[src/rtl/mssp_pkg.sv]
// Shared constants, codes and control types for the min-separation point placer.
`default_nettype none

package mssp_pkg;

   // default sizes
   localparam int MAX_POINTS_DEF = 1024;
   localparam int COORD_BITS_DEF = 16;

   // register port
   localparam int CSR_IDX_W  = 3;
   localparam int CSR_DATA_W = 32;

   localparam logic [CSR_IDX_W-1:0] CSR_BOX_WIDTH     = 3'd0;
   localparam logic [CSR_IDX_W-1:0] CSR_BOX_HEIGHT    = 3'd1;
   localparam logic [CSR_IDX_W-1:0] CSR_MIN_SEP_SQ    = 3'd2;
   localparam logic [CSR_IDX_W-1:0] CSR_ATTEMPT_LIMIT = 3'd3;
   localparam logic [CSR_IDX_W-1:0] CSR_TARGET_COUNT  = 3'd4;

   localparam logic [15:0] BOX_WIDTH_RST     = 16'd65535;
   localparam logic [15:0] BOX_HEIGHT_RST    = 16'd65535;
   localparam logic [31:0] MIN_SEP_SQ_RST    = 32'd0;
   localparam logic [15:0] ATTEMPT_LIMIT_RST = 16'd1000;
   localparam logic [10:0] TARGET_COUNT_RST  = 11'd1024;

   // result status codes
   localparam int STATUS_W = 3;
   localparam logic [STATUS_W-1:0] STAT_ACCEPTED = 3'd0;
   localparam logic [STATUS_W-1:0] STAT_REJECTED = 3'd1;
   localparam logic [STATUS_W-1:0] STAT_FAILED   = 3'd2;
   localparam logic [STATUS_W-1:0] STAT_DONE     = 3'd3;
   localparam logic [STATUS_W-1:0] STAT_CLEARED  = 3'd4;

   typedef struct packed {
      logic [15:0] box_width;
      logic [15:0] box_height;
      logic [31:0] min_sep_sq;
      logic [15:0] attempt_limit;
      logic [10:0] target_count;
   } cfg_type;

   // controller -> datapath
   typedef struct packed {
      logic load;        // capture the incoming transaction
      logic scan_start;  // rewind the store scan
      logic scan_step;   // read one stored point into the distance pipe
      logic commit;      // update counters, store point, form the result
   } cmd_type;

   // datapath -> controller
   typedef struct packed {
      logic skip;        // no scan needed (clear, failed, done or empty store)
      logic scan_last;   // current scan address is the last stored point
      logic pipe_busy;   // distance pipe still holds compares
   } stat_type;

endpackage

`default_nettype wire

[src/rtl/mssp_ctrl.sv]
// Sequencing state machine of the point placer: accept, scan, drain, commit.
`default_nettype none

module mssp_ctrl (
   input  wire logic              clock,
   input  wire logic              reset,
   input  wire logic              req_valid,
   output logic                   req_ready,
   input  wire logic              out_free,
   input  wire mssp_pkg::stat_type stat,
   output mssp_pkg::cmd_type      cmd
);

   localparam logic [2:0] ST_IDLE  = 3'd0;
   localparam logic [2:0] ST_START = 3'd1;
   localparam logic [2:0] ST_SCAN  = 3'd2;
   localparam logic [2:0] ST_DRAIN = 3'd3;
   localparam logic [2:0] ST_FIN   = 3'd4;

   logic [2:0] state_ff;
   logic [2:0] state_in;

   always_comb begin
      state_in  = state_ff;
      req_ready = 1'b0;
      cmd       = '0;
      case (state_ff)
         ST_IDLE: begin
            // no transaction is taken while reset is held
            req_ready = !reset;
            if (req_valid && !reset) begin
               cmd.load = 1'b1;
               state_in = ST_START;
            end
         end
         ST_START: begin
            if (stat.skip) begin
               state_in = ST_FIN;
            end else begin
               cmd.scan_start = 1'b1;
               state_in       = ST_SCAN;
            end
         end
         ST_SCAN: begin
            cmd.scan_step = 1'b1;
            if (stat.scan_last) begin
               state_in = ST_DRAIN;
            end
         end
         ST_DRAIN: begin
            if (!stat.pipe_busy) begin
               state_in = ST_FIN;
            end
         end
         ST_FIN: begin
            if (out_free) begin
               cmd.commit = 1'b1;
               state_in   = ST_IDLE;
            end
         end
         default: begin
            state_in = ST_IDLE;
         end
      endcase
   end

   always_ff @(posedge clock) begin
      if (reset) begin
         state_ff <= ST_IDLE;
      end else begin
         state_ff <= state_in;
      end
   end

   // a result is only formed when the output register can take it
   a_commit_needs_room: assert property (@(posedge clock) disable iff (reset)
      cmd.commit |-> out_free)
      else $error("commit while output register is full");

   // an accepted transaction always proceeds to the start check
   a_accept_to_start: assert property (@(posedge clock) disable iff (reset)
      (req_valid && req_ready) |=> (state_ff == ST_START))
      else $error("accepted transaction did not start");

   // a drained pipe leads straight to the finish state
   a_drain_exit: assert property (@(posedge clock) disable iff (reset)
      (state_ff == ST_DRAIN && !stat.pipe_busy) |=> (state_ff == ST_FIN))
      else $error("drain did not finish");

endmodule

`default_nettype wire

[config.mk]
export PLATFORM = sky130hd
export DESIGN_NAME = mssp_ctrl
export DESIGN_NICKNAME = d
export VERILOG_FILES = /design/src/rtl/mssp_pkg.sv /design/src/rtl/mssp_ctrl.sv
export SDC_FILE = /design/constraint.sdc
export NUM_CORES = 1
export LEC_CHECK = 0
export ABC_CLOCK_PERIOD_IN_PS = 1150
export BUFFER_PORTS_ARGS = -buffer_cell sky130_fd_sc_hd__buf_4
export CORE_AREA = 2 2 39 41
export CTS_CLUSTER_SIZE = 14
export DETAILED_ROUTE_END_ITERATION = 7
export DIE_AREA = 0 0 41 43
export HOLD_SLACK_MARGIN = 0.15
export MAX_ROUTING_LAYER = met4
export PLACE_DENSITY_LB_ADDON = 0.1
export RECOVER_POWER = 100
export SETUP_SLACK_MARGIN = 0.05
export SYNTH_ARGS = -nofsm -noshare
export SYNTH_HDL_FRONTEND = slang
export SYNTH_SLANG_ARGS = --single-unit
[constraint.sdc]
create_clock -name clock -period 1.15 [get_ports clock]
set_input_delay 0.115 -clock clock [delete_from_list [all_inputs] [get_ports clock]]
set_output_delay 0.115 -clock clock [all_outputs]
set_load 0.02 [all_outputs]
Word-level counts from Yosys, hierarchy flattened. Cells that the tools add are included. W data, S select, Z words.

Equality and inequality tests: 8. Muxes and demuxes: 14. Reduce and logical (&&, ||, !) cells: 4.

Operators with widths (number): $mux W3 (5); $pmux W3 S5 (1); $mux W1 (8); $ne A2 B2 Y1 const B (4); $eq A3 B2 Y1 const B (2); $reduce_and A4 Y1 (1); $eq A3 B1 Y1 const B (1); $eq A3 B3 Y1 const B (1); $logic_not A3 Y1 (1); $logic_and A1 B1 Y1 (1); $logic_not A1 Y1 (1).

Input bits: 7. Output and inout port bits: 5. Word-level logic and storage cells: 27. Register bits: 3.

Longest topological paths before layout.
Word-level depth: 4. Mapped depth: 5. Gate-level depth less buffers: 4.

Worst setup path after synthesis. Ideal clock, no wire load.

Path type: reg2out. Start: register state_ff[0]. End: output port cmd[3] (netlist name). Required time: 1.035 ns. Path buffers: 1. Path slack: -0.505 ns. Cell stages (with the launch flop): 4. Arrival: 1.540 ns. Cell sequence: dfxtp_1 -> buf_6 -> nor4_1 -> and2_1.

RTL lines: start: declaration (RTL line mssp_ctrl.sv:20) `logic [2:0] state_ff;`; start signal: assignment (RTL line mssp_ctrl.sv:71) `state_ff <= state_in;`; end: declaration (RTL line mssp_ctrl.sv:11) `output mssp_pkg::cmd_type cmd`.

Worst setup path after layout.
Start: register state_ff[0]. End: register state_ff[2].

Cells in the longest elaborated chain, start to end: 3. Elaborated cells on any way between the ends: 11. Classes of those cells: eq/ne (8); mux (1); reduce/logical (2).

RTL lines: $eq A3 B2 Y1, or another cell as far along (RTL line mssp_ctrl.sv:27) `case (state_ff)`; $ne A2 B2 Y1 (no line); $reduce_and A4 Y1 (no line).

Parallel ways exist; a longest one is shown, timed or not. A chain may end at the register's enable or synchronous reset.

==> flow_summary.json <==
{
  "post-route-cell-area_sq_um": 567,
  "clk_path_buf_depth": 2,
  "p_leak_nw": 0.247,
  "routed_wl_um": 843,
  "clk-insertion-delay-late_ns": 0.23,
  "route.detailed.drc": 0,
  "routed_via_density": 4.44,
  "grt_pass1_wl_mm": 1.37,
  "crit_slowest_cell": "or4b_1",
  "yosysWarnings": 0,
  "setup_violations": 6,
  "port_buffers": 11,
  "p_int_uw": 479,
  "synthTopCellsByCount": "4 x nand2_1, 3 x dfxtp_1, 3 x nor2_1",
  "met1_usage": 0.125,
  "final_util": 0.410,
  "largest_reg_flops": 3,
  "seqPwrFrac": 0.192,
  "crit_arrival_ns": 1.54,
  "syn_area_sq_um": 238,
  "synth-edff-count": 0,
  "synth.most_common_cell": "nand2_1",
  "fmax_mhz": 726,
  "ys_seq_elements": 3,
  "antenna_found_initial": 0,
  "nets": 63,
  "finalHoldViolations": 0,
  "worstMarginPinSlew_ns": 0.206,
  "switchingPower_uw": 240,
  "clock_power_share": 0.254,
  "core_region_area_sq_um": 1380,
  "die_h_um": 43,
  "busiest_layer": "met2",
  "gp_congestion": 0.662,
  "timing.final.ws_setup_ns": -0.228,
  "grt_usage": 0.120,
  "regMostFlops": "state_ff",
  "period_share": 1.20,
  "outcome": "complete, but fails checks",
  "setup.worst_path.class": "reg -> reg",
  "cp-start-kind": "flip-flop",
  "path_delay_family": "simple AND/OR/NAND/NOR gates",
  "ys_seq_area_frac": 0.253,
  "path_cells": "buf_6 > buf_12 > nor2b_4 > nor3b_2 > or4b_1 > a21oi_2",
  "hold_class": "in -> reg",
  "drive_above_1_share": 0.800,
  "dieArea_sq_um": 1760,
  "finalMaxSlewViolations": 0,
  "syn_to_final_growth_pct": 138,
  "combPwrFrac": 0.553,
  "max-slew-margin-rel": 0.862,
  "tns_ns": -0.963,
  "syn_nets": 36,
  "grt_max_degree": 7,
  "synth_top_area_share": 0.253,
  "fin_worst_skew_ns": 0.00257,
  "cts_buffers": 3,
  "crit_buf_inv": 2,
  "cts_sinks": 3,
  "drv_cap": 0,
  "clkTransAtPathRegs_ns": 0.04,
  "powerDensity_nw_per_um2": 1270,
  "violations": "setup timing",
  "pre_cts_ws_ns": -0.114,
  "synth_ff_type": "dfxtp_1",
  "crit_fanout": 4,
  "wl_per_cell_um": 11.9,
  "top_regs": "state_ff (3)",
  "synth-async-reset-ratio": 0,
  "diodes": 0,
  "end_kind": "flip-flop",
  "h-tree-depth": 1,
  "root_buffer": "clkbuf_4",
  "ant_nets": 0,
  "num_vias": 315,
  "p_sw_frac": 0.333,
  "power_uw": 719,
  "synth_top_cell_by_area": "dfxtp_1",
  "dr.pass1.iters": 2,
  "cts_tree": "yes",
  "grt_overflow_total": 0,
  "postSynthCellCount": 29,
  "grt_pass1_vias": 331,
  "rsz0062_at_grt": "yes",
  "peakVddDrop_v": 0.000452,
  "syn_avg_cell_area_sq_um": 8.20,
  "post-route-min-period_ns": 1.38,
  "placementRows": 14,
  "start_util": 0.172,
  "use_met2": 0.197,
  "post-dp-hpwl_um": 547,
  "synth_area_leaders": "dfxtp_1 25%, buf_6 9.5%, nand2_1 6.3%, nand2b_4 5.8%, nor3b_2 5.3%",
  "first_iter_violations": 1,
  "use_met3": 0.0157,
  "ys_types": 20,
  "dieWidth_um": 41,
  "post_dp_cell_area_sq_um": 394,
  "cp_slowest_stage_delay_ns": 0.48,
  "ioPinCount": 12,
  "crit_required_ns": 1.31
}
==> area by class of cell <==
type | count | area, sq um
fill | 149 | 817
timing repair buffer | 24 | 229
tap | 16 | 20.0
clock buffer | 4 | 26.3
sequential | 3 | 68.8
multi-input combinational | 24 | 223
==> power groups by stage <==
stage	Sequential (mW)	Clock (mW)	Combinational (mW)
2_1_floorplan	0.137	0	0.160
3_3_place_gp	0.138	0	0.257
6_report	0.138	0.183	0.398
3_5_place_dp	0.139	0	0.260
5_1_grt	0.139	0.201	0.424
4_1_cts	0.138	0.195	0.354
==> what timing repair did <==
item / 4_1_cts / 5_1_grt
pin swaps: 2 / 3
resized for setup: 12 / 13
buffers inserted: 4 / 2
hold endpoints to repair: 2 / 0
endpoints found under the setup margin: 7 / 7
hold buffers: 1 / 0
==> logic make-up after synthesis <==
kind of cell           share of synthesized area
AOI/OAI and AO/OA                          0.126
DFF                                        0.253
buffers and inverters                     0.0947
and+or+nand+nor                            0.526
==> through the flow <==
step | hold slack, ns | cells
global placement | 0.332 | 61
finish | 0.197 | 71
global route | 0.225 | 71
CTS | 0.188 | 70
detailed placement | 0.341 | 61
floorplan | 0.177 | 29
==> tightest hold or removal path, delay by kind of cell <==
| family | cells | cell delay (ns) |
|---|---|---|
| AND/OR/NAND/NOR | 2 | 0.15 |
| buffers and inverters | 1 | 0.12 |
==> worst paths after layout <==
kind,start,end,slack (ns),cells past startpoint
worst min register to register,state_ff[2],state_ff[1],0.60,2
worst max register to register,state_ff[0],state_ff[2],-0.23,6
worst min-delay path,reset,state_ff[0],0.20,3
worst max-delay path,state_ff[0],state_ff[2],-0.23,6
==> placed cells by master, fill, tap and decap left out, types with 2 or more instances in the layout <==
master and instances:
buf_6 9, dfxtp_4 2, buf_4 13, nor2_4 3, nand2_1 2, clkbuf_4 3
==> per-layer routing <==
metal,vias to the layer above,part of all wire
met2,7,0.59
met3,0,0.038
met1,155,0.37
met5,-,0
met4,0,0
li1,153,-
Note: power is estimated with default switching activity, not from simulation.
